## config.mk

```make
export PLATFORM = sky130hd
export DESIGN_NAME = text_line_folder_core
export DESIGN_NICKNAME = d
export VERILOG_FILES = /design/src/hw/rtl/tlf_pkg.sv /design/src/hw/rtl/text_line_folder_core.sv /design/src/hw/rtl/tlf_line_ram.sv /design/src/hw/rtl/tlf_ring_unit.sv
export SDC_FILE = /design/constraint.sdc
export NUM_CORES = 1
export LEC_CHECK = 0
export BUFFER_PORTS_ARGS = -buffer_cell sky130_fd_sc_hd__buf_2
export CELL_PAD_IN_SITES_DETAIL_PLACEMENT = 1
export CELL_PAD_IN_SITES_GLOBAL_PLACEMENT = 1
export CORE_MARGIN = 2
export CORE_UTILIZATION = 50
export DETAILED_ROUTE_END_ITERATION = 8
export PLACE_DENSITY_LB_ADDON = 0.1
export SLEW_MARGIN = 0
export SYNTH_ARGS = -nofsm -noshare
export SYNTH_HDL_FRONTEND = slang
export SYNTH_HIERARCHICAL = 1
export SYNTH_SLANG_ARGS = --single-unit
```

## constraint.sdc

```tcl
create_clock -name clk -period 11.2 [get_ports clk]
set_input_delay 1.12 -clock clk [delete_from_list [all_inputs] [get_ports clk]]
set_output_delay 1.12 -clock clk [all_outputs]
set_load 0.05 [all_outputs]
```

## src/hw/rtl/tlf_pkg.sv

```systemverilog
// tlf_pkg: shared constants and types for the text line folder
// no dependencies; used by every module under hw/rtl

package tlf_pkg;

    localparam int MAX_WIDTH_DEF = 32;
    localparam int CFG_W         = 6;
    localparam int CHAR_W        = 8;

    localparam logic [CFG_W-1:0]  LINE_WIDTH_RESET = 6'd20;

    localparam logic [CHAR_W-1:0] CH_NL  = 8'd10;
    localparam logic [CHAR_W-1:0] CH_SP  = 8'd32;
    localparam logic [CHAR_W-1:0] CH_TAB = 8'd9;

    typedef enum logic [2:0] {
        ST_IDLE,
        ST_RD,
        ST_SHOW,
        ST_NL,
        ST_POST,
        ST_APPEND
    } state_t;

    // what happens to the pending line once the emitted part has gone out
    typedef enum logic [1:0] {
        ACT_CLEAR,
        ACT_HARD,
        ACT_SPLIT
    } act_t;

    function automatic logic is_blank(input logic [CHAR_W-1:0] c);
        return (c == CH_SP) || (c == CH_TAB);
    endfunction

endpackage

```

## src/hw/rtl/text_line_folder_core.sv

```systemverilog
// text_line_folder_core: top level of the text line folder, sequencer and state
// depends on tlf_pkg, tlf_line_ram and tlf_ring_unit
//
// Folds a byte stream into lines no wider than line_width columns (0 acts as 1,
// values above MAX_WIDTH act as MAX_WIDTH). Leading blanks of each line are
// dropped; a full line breaks at a blank byte, at the last blank in the line or
// hard at the column, and a newline flushes the line. The pending line lives in
// a ring buffer of MAX_WIDTH bytes, so a break at a blank only moves the ring
// base and never copies bytes. One sequencer drives a single modular adder that
// forms every buffer address. A stored byte is accepted in idle and then written
// in the append state; a dropped blank is only accepted. A byte that folds or
// flushes is accepted, each emitted line byte is read (the read port is
// registered) and then shown, the newline follows, the line is updated, and the
// byte itself is appended when it is stored; the output may stall the show and
// newline states. in_ready is high only while the sequencer is idle.
// line_width is written with cfg_we.

module text_line_folder_core #(
    parameter int MAX_WIDTH = tlf_pkg::MAX_WIDTH_DEF
) (
    input  logic                        clk,
    input  logic                        rst_n,
    input  logic                        cfg_we,
    input  logic [tlf_pkg::CFG_W-1:0]   line_width,
    input  logic                        in_valid,
    output logic                        in_ready,
    input  logic [tlf_pkg::CHAR_W-1:0]  in_char,
    output logic                        out_valid,
    input  logic                        out_ready,
    output logic [tlf_pkg::CHAR_W-1:0]  out_char,
    output logic                        out_last
);

    localparam int IDX_W = $clog2(MAX_WIDTH);
    localparam int LEN_W = $clog2(MAX_WIDTH + 1);
    localparam int CMP_W = tlf_pkg::CFG_W + 1;

    tlf_pkg::state_t                state_reg, state_next;
    tlf_pkg::act_t                  act_reg, act_next;
    logic [tlf_pkg::CFG_W-1:0]      width_reg;
    logic [LEN_W-1:0]               len_reg, len_next;
    logic [IDX_W-1:0]               base_reg, base_next;
    logic [IDX_W-1:0]               bpos_reg, bpos_next;
    logic                           bseen_reg, bseen_next;
    logic                           skip_reg, skip_next;
    logic [LEN_W-1:0]               cnt_reg, cnt_next;
    logic [LEN_W-1:0]               k_reg, k_next;
    logic [LEN_W-1:0]               cut_reg, cut_next;
    logic [tlf_pkg::CHAR_W-1:0]     char_reg, char_next;

    logic [LEN_W-1:0]               eff_width;
    logic [LEN_W-1:0]               ring_off;
    logic [IDX_W-1:0]               ring_idx;
    logic                           ram_we;
    logic                           ram_re;
    logic [tlf_pkg::CHAR_W-1:0]     ram_rdata;

    // clamp the configured width into 1..MAX_WIDTH
    always_comb
    begin
        if (width_reg == '0)
        begin
            eff_width = LEN_W'(1);
        end
        else if (CMP_W'(width_reg) > CMP_W'(MAX_WIDTH))
        begin
            eff_width = LEN_W'(MAX_WIDTH);
        end
        else
        begin
            eff_width = LEN_W'(width_reg);
        end
    end

    always_ff @(posedge clk or negedge rst_n)
    begin
        if (!rst_n)
        begin
            width_reg <= tlf_pkg::LINE_WIDTH_RESET;
        end
        else if (cfg_we)
        begin
            width_reg <= line_width;
        end
    end

    always_ff @(posedge clk or negedge rst_n)
    begin
        if (!rst_n)
        begin
            state_reg <= tlf_pkg::ST_IDLE;
            act_reg   <= tlf_pkg::ACT_CLEAR;
            len_reg   <= '0;
            base_reg  <= '0;
            bpos_reg  <= '0;
            bseen_reg <= 1'b0;
            skip_reg  <= 1'b1;
            cnt_reg   <= '0;
            k_reg     <= '0;
        end
        else
        begin
            state_reg <= state_next;
            act_reg   <= act_next;
            len_reg   <= len_next;
            base_reg  <= base_next;
            bpos_reg  <= bpos_next;
            bseen_reg <= bseen_next;
            skip_reg  <= skip_next;
            cnt_reg   <= cnt_next;
            k_reg     <= k_next;
        end
    end

    always_ff @(posedge clk)
    begin
        cut_reg  <= cut_next;
        char_reg <= char_next;
    end

    always_comb
    begin
        logic             nl;
        logic             bl;
        logic [LEN_W-1:0] cnt;

        state_next = state_reg;
        act_next   = act_reg;
        len_next   = len_reg;
        base_next  = base_reg;
        bpos_next  = bpos_reg;
        bseen_next = bseen_reg;
        skip_next  = skip_reg;
        cnt_next   = cnt_reg;
        k_next     = k_reg;
        cut_next   = cut_reg;
        char_next  = char_reg;
        ring_off   = len_reg;
        ram_we     = 1'b0;
        ram_re     = 1'b0;
        in_ready   = 1'b0;
        out_valid  = 1'b0;
        out_last   = 1'b0;
        out_char   = ram_rdata;
        nl         = (in_char == tlf_pkg::CH_NL);
        bl         = tlf_pkg::is_blank(in_char);
        cnt        = len_reg;

        unique case (state_reg)
            tlf_pkg::ST_IDLE:
            begin
                in_ready = 1'b1;
                if (in_valid)
                begin
                    char_next = in_char;
                    k_next    = '0;
                    if (nl)
                    begin
                        act_next   = tlf_pkg::ACT_CLEAR;
                        bseen_next = 1'b0;
                        bpos_next  = '0;
                        skip_next  = 1'b1;
                        cnt_next   = cnt;
                        state_next = (cnt == '0) ? tlf_pkg::ST_NL : tlf_pkg::ST_RD;
                    end
                    else if (bl && skip_reg)
                    begin
                        state_next = tlf_pkg::ST_IDLE;
                    end
                    else if (len_reg >= eff_width)
                    begin
                        skip_next  = 1'b0;
                        bseen_next = 1'b0;
                        bpos_next  = '0;
                        if (bl)
                        begin
                            // blank at full width: emit and skip the blank run
                            act_next  = tlf_pkg::ACT_CLEAR;
                            skip_next = 1'b1;
                        end
                        else if (bseen_reg && (LEN_W'(bpos_reg) < len_reg))
                        begin
                            act_next = tlf_pkg::ACT_SPLIT;
                            cnt      = LEN_W'(bpos_reg);
                            cut_next = LEN_W'(bpos_reg) + LEN_W'(1);
                        end
                        else
                        begin
                            act_next = tlf_pkg::ACT_HARD;
                        end
                        cnt_next   = cnt;
                        state_next = (cnt == '0) ? tlf_pkg::ST_NL : tlf_pkg::ST_RD;
                    end
                    else
                    begin
                        skip_next = 1'b0;
                        if (bl)
                        begin
                            bpos_next  = IDX_W'(len_reg);
                            bseen_next = 1'b1;
                        end
                        state_next = tlf_pkg::ST_APPEND;
                    end
                end
            end

            tlf_pkg::ST_RD:
            begin
                ring_off   = k_reg;
                ram_re     = 1'b1;
                state_next = tlf_pkg::ST_SHOW;
            end

            tlf_pkg::ST_SHOW:
            begin
                out_valid = 1'b1;
                if (out_ready)
                begin
                    k_next     = k_reg + LEN_W'(1);
                    state_next = ((k_reg + LEN_W'(1)) == cnt_reg) ? tlf_pkg::ST_NL
                                                                  : tlf_pkg::ST_RD;
                end
            end

            tlf_pkg::ST_NL:
            begin
                out_valid = 1'b1;
                out_last  = 1'b1;
                out_char  = tlf_pkg::CH_NL;
                if (out_ready)
                begin
                    state_next = tlf_pkg::ST_POST;
                end
            end

            tlf_pkg::ST_POST:
            begin
                unique case (act_reg)
                    tlf_pkg::ACT_CLEAR:
                    begin
                        len_next   = '0;
                        state_next = tlf_pkg::ST_IDLE;
                    end
                    tlf_pkg::ACT_HARD:
                    begin
                        len_next   = '0;
                        state_next = tlf_pkg::ST_APPEND;
                    end
                    tlf_pkg::ACT_SPLIT:
                    begin
                        // the tail after the blank becomes the start of the line
                        ring_off   = cut_reg;
                        base_next  = ring_idx;
                        len_next   = len_reg - cut_reg;
                        state_next = tlf_pkg::ST_APPEND;
                    end
                    default:
                    begin
                        state_next = tlf_pkg::ST_IDLE;
                    end
                endcase
            end

            tlf_pkg::ST_APPEND:
            begin
                ring_off   = len_reg;
                ram_we     = 1'b1;
                len_next   = len_reg + LEN_W'(1);
                state_next = tlf_pkg::ST_IDLE;
            end

            default:
            begin
                state_next = tlf_pkg::ST_IDLE;
            end
        endcase
    end

    tlf_ring_unit #(
        .DEPTH (MAX_WIDTH),
        .IDX_W (IDX_W),
        .LEN_W (LEN_W)
    ) u_ring (
        .base   (base_reg),
        .offset (ring_off),
        .idx    (ring_idx)
    );

    tlf_line_ram #(
        .DEPTH  (MAX_WIDTH),
        .ADDR_W (IDX_W)
    ) u_ram (
        .clk   (clk),
        .we    (ram_we),
        .waddr (ring_idx),
        .wdata (char_reg),
        .re    (ram_re),
        .raddr (ring_idx),
        .rdata (ram_rdata)
    );

    // no new transaction while a result is on offer
    a_no_overlap: assert property (@(posedge clk) disable iff (!rst_n)
        out_valid |-> !in_ready)
        else $error("input accepted while output pending");

    a_len_bound: assert property (@(posedge clk) disable iff (!rst_n)
        len_reg <= LEN_W'(MAX_WIDTH))
        else $error("line length beyond buffer depth");

    a_base_bound: assert property (@(posedge clk) disable iff (!rst_n)
        base_reg < IDX_W'(MAX_WIDTH - 1) || base_reg == IDX_W'(MAX_WIDTH - 1))
        else $error("ring base out of range");

    a_nl_flush: assert property (@(posedge clk) disable iff (!rst_n)
        (in_valid && in_ready && in_char == tlf_pkg::CH_NL)
            |=> (state_reg == tlf_pkg::ST_RD || state_reg == tlf_pkg::ST_NL))
        else $error("newline did not start a flush");

    a_last_is_nl: assert property (@(posedge clk) disable iff (!rst_n)
        (out_valid && out_last) |-> (out_char == tlf_pkg::CH_NL))
        else $error("last result is not a newline");

endmodule

```

## src/hw/rtl/tlf_line_ram.sv

```systemverilog
// tlf_line_ram: pending line buffer, one write port and one registered read port
// depends on tlf_pkg for the byte width

module tlf_line_ram #(
    parameter int DEPTH  = tlf_pkg::MAX_WIDTH_DEF,
    parameter int ADDR_W = $clog2(DEPTH)
) (
    input  logic                        clk,
    input  logic                        we,
    input  logic [ADDR_W-1:0]           waddr,
    input  logic [tlf_pkg::CHAR_W-1:0]  wdata,
    input  logic                        re,
    input  logic [ADDR_W-1:0]           raddr,
    output logic [tlf_pkg::CHAR_W-1:0]  rdata
);

    logic [tlf_pkg::CHAR_W-1:0] mem [DEPTH];
    logic [tlf_pkg::CHAR_W-1:0] rdata_reg;

    always_ff @(posedge clk)
    begin
        if (we)
        begin
            mem[waddr] <= wdata;
        end
    end

    // read data holds while the output is stalled
    always_ff @(posedge clk)
    begin
        if (re)
        begin
            rdata_reg <= mem[raddr];
        end
    end

    assign rdata = rdata_reg;

endmodule

```

## src/hw/rtl/tlf_ring_unit.sv

```systemverilog
// tlf_ring_unit: shared modular adder that maps a line offset onto the ring buffer
// depends on tlf_pkg for the default depth

module tlf_ring_unit #(
    parameter int DEPTH  = tlf_pkg::MAX_WIDTH_DEF,
    parameter int IDX_W  = $clog2(DEPTH),
    parameter int LEN_W  = $clog2(DEPTH + 1)
) (
    input  logic [IDX_W-1:0] base,
    input  logic [LEN_W-1:0] offset,
    output logic [IDX_W-1:0] idx
);

    localparam int SUM_W = LEN_W + 1;

    logic [SUM_W-1:0] sum;
    logic [SUM_W-1:0] wrapped;

    // base < DEPTH and offset <= DEPTH, so one subtract is enough
    assign sum     = SUM_W'(base) + SUM_W'(offset);
    assign wrapped = (sum >= SUM_W'(DEPTH)) ? (sum - SUM_W'(DEPTH)) : sum;
    assign idx     = wrapped[IDX_W-1:0];

endmodule
```

Yosys cells after proc, flatten, opt, wreduce, memory -nomap -nowiden
Memories as Yosys holds them, arrays and structs flattened. A register that Yosys moved wholly into a read port is not among the register bits.
Index checks and enable logic that the tools add are counted.
- order comparisons: 4
- eq/ne operators: 16
- $add $sub $neg: 6
- mux-type cells: 56
- reduce and logical (&&, ||, !) cells: 24
- bitwise logic cells: 3
- operators with widths (cell ; number):
    6-bit 2-to-1 mux ; 15
    6-bit case mux with 2 select lines ; 4
    5-bit 2-to-1 mux ; 5
    3-bit 2-to-1 mux ; 7
    6-bit logical NOT ; 3
    8-bit by 4-bit == test with 1-bit output (second input constant) ; 2
    2-bit 2-to-1 mux ; 8
    1-bit 2-to-1 mux ; 15
    3-bit case mux with 5 select lines ; 1
    6-bit by 1-bit adder with 6-bit output (second input constant) ; 2
    3-bit AND reduction ; 3
    8-bit by 6-bit == test with 1-bit output (second input constant) ; 1
    8-bit 2-to-1 mux ; 1
    2-bit != test (second input constant) ; 4
    4-bit AND reduction ; 2
    5-bit by 6-bit adder with 7-bit output ; 1
    7-bit by 6-bit greater-or-equal comparator with 1-bit output (second input constant) ; 1
    7-bit AND reduction ; 1
    5-bit by 1-bit adder with 6-bit output (second input constant) ; 1
    3-bit by 2-bit == test with 1-bit output (second input constant) ; 2
    3-bit == test (second input constant) ; 2
    6-bit == test ; 1
    6-bit greater-or-equal comparator ; 1
    6-bit > comparator (second input constant) ; 1
    other kinds (16) ; 25
- flip-flop bits (word level): 55
- input bits: 19
- memories: 1
- word-level logic and storage cells: 122
- output and inout port bits: 11
- bits in writable memories: 256
- memory list (memory ; words ; width ; rd ports ; clocked after memory_dff ; write ports ; RTL line ; RTL):
    u_ram.mem ; 32 ; 8 ; 1 ; 1 ; 1 ; tlf_line_ram.sv:17 ; logic [tlf_pkg::CHAR_W-1:0] mem [DEPTH];

Logic depth before layout (Yosys ltp)
- depth after elaboration: 16
- depth in mapped cells: 16
- gate-level depth less buffers: 14

Modules after synthesis
Netlist, hierarchy kept.
- modules (own cells, without submodules) (module ; seq. area each (um2) ; cells an instance ; times used ; area an instance (um2)):
    tlf_line_ram ; 7927.6 ; 417 ; 1 ; 10133.5
    text_line_folder_core ; 1450.1 ; 347 ; 1 ; 3363.2
    tlf_ring_unit ; 0.0 ; 19 ; 1 ; 155.1

Worst setup path after synthesis
No wires, ideal clock.
- kind: register to register
- start: register state_reg[1]
- end: register u_ram.rdata_reg (netlist bit u_ram/rdata[0]) (read register of u_ram.mem), data pin
- slack: 6.609 ns
- setup time: 0.260 ns
- data arrival time: 4.331 ns
- buffers on the path: 4
- data required time: 10.940 ns
- cell stages (with the launch flop): 14
- period minus slack after synthesis: 4.591 ns
- path through: dfrtp_1 -> clkbuf_2 -> nor3b_1 -> clkbuf_1 -> a221o_1 -> ha_1 -> inv_1 -> fa_1 -> xnor2_1 -> clkbuf_1 -> clkbuf_1 -> mux4_2 -> mux4_2 -> mux2_2
- elaborated cells between the ends (all ways): 8
- classes of those cells: add/sub: 2; order compare: 1; eq/ne: 2; mux: 3
- RTL lines (what ; RTL line ; RTL):
    from (decl) ; text_line_folder_core.sv:38 ; tlf_pkg::state_t state_reg, state_next;
    from (signal assigned) ; text_line_folder_core.sv:91 ; state_reg <= tlf_pkg::ST_IDLE;
    from (signal assigned) ; text_line_folder_core.sv:103 ; state_reg <= state_next;
    3-bit by 1-bit == test with 1-bit output ; text_line_folder_core.sv:149 ; unique case (state_reg)
    1-bit 2-to-1 mux ; text_line_folder_core.sv:149 ;
    via ram_re ; text_line_folder_core.sv:55 ; logic ram_re;
    to (decl) ; tlf_line_ram.sv:18 ; logic [tlf_pkg::CHAR_W-1:0] rdata_reg;
The timed path passes the listed nets, and every way through them passes these cells.
A chain may end at the register's enable or synchronous reset.

Worst setup path in the final report
- start: register state_reg[0]
- end: memory u_ram/mem[27][6] (netlist bit), enable pin
- longest elaborated chain between the ends: 5
- elaborated cells between the ends (all ways): 11
- classes of those cells: add/sub: 2; order compare: 1; eq/ne: 3; mux: 5
- ends and longest elaborated chain (what ; RTL line ; RTL):
    3-bit == test / 3-bit by 1-bit == test with 1-bit output (equally long branches) ; text_line_folder_core.sv:149 ;
    6-bit case mux with 2 select lines (*) ; text_line_folder_core.sv:149 ;
    via ring_off[0] ; text_line_folder_core.sv:52 ; logic [LEN_W-1:0] ring_off;
    5-bit by 6-bit adder with 7-bit output (*) ; tlf_ring_unit.sv:20 ; assign sum = SUM_W'(base) + SUM_W'(offset);
    7-bit by 6-bit greater-or-equal comparator with 1-bit output / 5-bit by 1-bit subtractor with 5-bit output (equally long branches) ; tlf_ring_unit.sv:21 ; assign wrapped = (sum >= SUM_W'(DEPTH)) ? (sum - SUM_W'(DEPTH)) : sum;
    5-bit 2-to-1 mux (*) ; tlf_ring_unit.sv:21 ;
    via ring_idx[0] ; text_line_folder_core.sv:53 ; logic [IDX_W-1:0] ring_idx;
    to (decl) ; tlf_line_ram.sv:17 ;
The timed path passes the listed nets; every way through them passes the cells marked *.

==> reports/metrics.yaml <==
dp_slack_ps: 6070
via_per_inst: 6.05
mostFrequentLayoutCell: "edfxtp_1"
drive_gt1_share_pct: 24.5
worstPathCellList: "nor3b_2 > buf_4 > nor3_1 > a221o_1 > ha_4 > buf_4 > nand3_1 > nor2_1"
fin_skew_ps: 17.4
cts_resized: 0
initial_core_util_pct: 50.7
finalPower_mw: 4.87
critical_path_arrival_ps: 5130
outcome: "completed"
tightest_slew_ps: 1290
internal-power_mw: 3.13
cpMaxStageDelayCell: "buf_4"
hold_viol: 0
drt_wl_total_um: 31600
tns_ps: 0
cap_viol_max_count: 0
slew_violations: 0
seq_power_share_pct: 32.4
grt_util_all_layers_pct: 22.8
netlist_instances: 781
pwr-share-comb_pct: 45.3
cp_max_fo: 51
syn_nets: 827
worstReg2RegStart: "state_reg[0]$_DFFE_PN0P_"
critical_path.startpoint: "state_reg[0]$_DFFE_PN0P_"
drtIter0Drc: 556
use_met3_pct: 3.10
regArea_um2: 9380
antenna_found_initial: 0
nNetsFinal: 872
period_share_pct: 44.7
worstHoldStart: "width_reg[0]$_DFFE_PN0P_"
layout_setup_ws_ps: 6190
die_area_um2: 28600
grt_busiest_layer: "met2"
min_period_ps: 5010
p_leak_nw: 5.16
endpoint_kind: "flop"
avgSynthCellArea_um2: 17.5
cts_sinks: 319
grt_pass1_vias: 7879
num-fill-cells: 2396
multi_input_area_um2: 4020
die_w_um: 169
grt_max_degree: 73
cp_common_cell: "buf_4"
port_buffers: 29
hold_buffers: 0
dr_total_vias: 7222
critical_path_buf_inv_count: 2
drc: 0
timing.fmax_mhz: 200
critPathRequiredTime_ps: 11320
place.gp.congestion: 0.810
drtAntennaViolNets: 0
dpl.hpwl_um: 21000
relSlewSlack_pct: 14.2
postCtsSetupBuffers: 0
cts_tree: "yes"
grt_pass1_wl_um: 48400
setup_viol: 0
ys_warn_count: 6
rows: 60
critPathMaxStageDelay_ps: 840
wl_per_cell_um: 26.5
p_sw_share_pct: 35.9
grt.met2_usage_pct: 39.3
area_growth_pct: 11.8
io-pin-count: 30
grt_use_met1_pct: 30.7
cts-root-buf: "clkbuf_16"
critical_path_class: "reg -> reg"
die_h_um: 169
hp-class: "reg -> reg"
diodes: 0
cts_made_buffers: 35
largest_reg_flops: 256
p_clk_share_pct: 22.3
powerDensity_nw_per_um2: 320
power.switching_mw: 1.75
cts.path.max_buffers: 3
htree_levels: 2
cts.clk_slew.worst_paths_ps: 60
vdd_drop_max_v: 0.000216
cp_top_family: "simple AND/OR/NAND/NOR gates"
firstDrtPassIters: 5
rsz0062_at_grt: "no"
syn_area_um2: 13600
critical_path.startpoint_type: "flop"
overflow: 0
worstSkewPairLatency_ps: 510
final_cell_mix: "edfxtp_1 (278), mux4_2 (80), nor2_1 (61)"
core_area_um2: 26900
-- power groups by stage --
stage                     sequential [mW]  clock [mW]  combinational, mW
after floorplan                      1.56           0               1.64
after CTS                            1.58        1.11               2.23
after global routing                 1.60        1.15               2.36
final                                1.58        1.09               2.21
after global placement               1.60           0               2.16
after detailed placement             1.61           0               2.22
-- per-layer routing --
| metal | vias to the layer above | wire length, µm |
|---|---|---|
| li1 | 3185 | - |
| met4 | 0 | 842 |
| met2 | 200 | 16100 |
| met1 | 3778 | 13400 |
| met5 | - | 0 |
| met3 | 59 | 1290 |
-- through the flow --
stage                     area (µm²)  hold slack (ps)  instances  util [%]
after floorplan                13600              478        781         -
after global placement         14200              497       1130      52.7
after detailed placement       14200              506       1130      52.7
after CTS                      15200              520       1194      56.7
after global routing           15200              537       1194      56.7
final                          15200              514       1194      56.7
-- worst register-to-register path, cell delays in order (launching register included) --
cell and delay, ps:
dfrtp_1 530, nor3b_2 550, buf_4 320, nor3_1 80, a221o_1 330, ha_4 520
buf_4 850, nand3_1 640, nor2_1 810
-- cell type report --
cell class | count | area share [%]
clock inverters | 22 | 1.11
repair buffers | 40 | 1.49
flip-flops and latches | 319 | 61.5
clock buffers | 42 | 6.06
well taps | 341 | 2.80
inverters | 26 | 0.640
multi-input cells | 404 | 26.4
-- path summary, 6_finish.rpt --
path,cells past startpoint,slack (ps),end
setup / recovery,8,6190,u_ram/mem[27][6]$_DFFE_PP_
hold / removal,1,510,width_reg[0]$_DFFE_PN0P_
setup reg to reg,8,6190,u_ram/mem[27][6]$_DFFE_PP_
max in group asynchronous,1,9810,len_reg[0]$_DFFE_PN0P_
min in group asynchronous,1,770,k_reg[0]$_DFFE_PN0P_
hold reg to reg,1,510,width_reg[0]$_DFFE_PN0P_
Note: power is estimated with default switching activity, not from simulation.
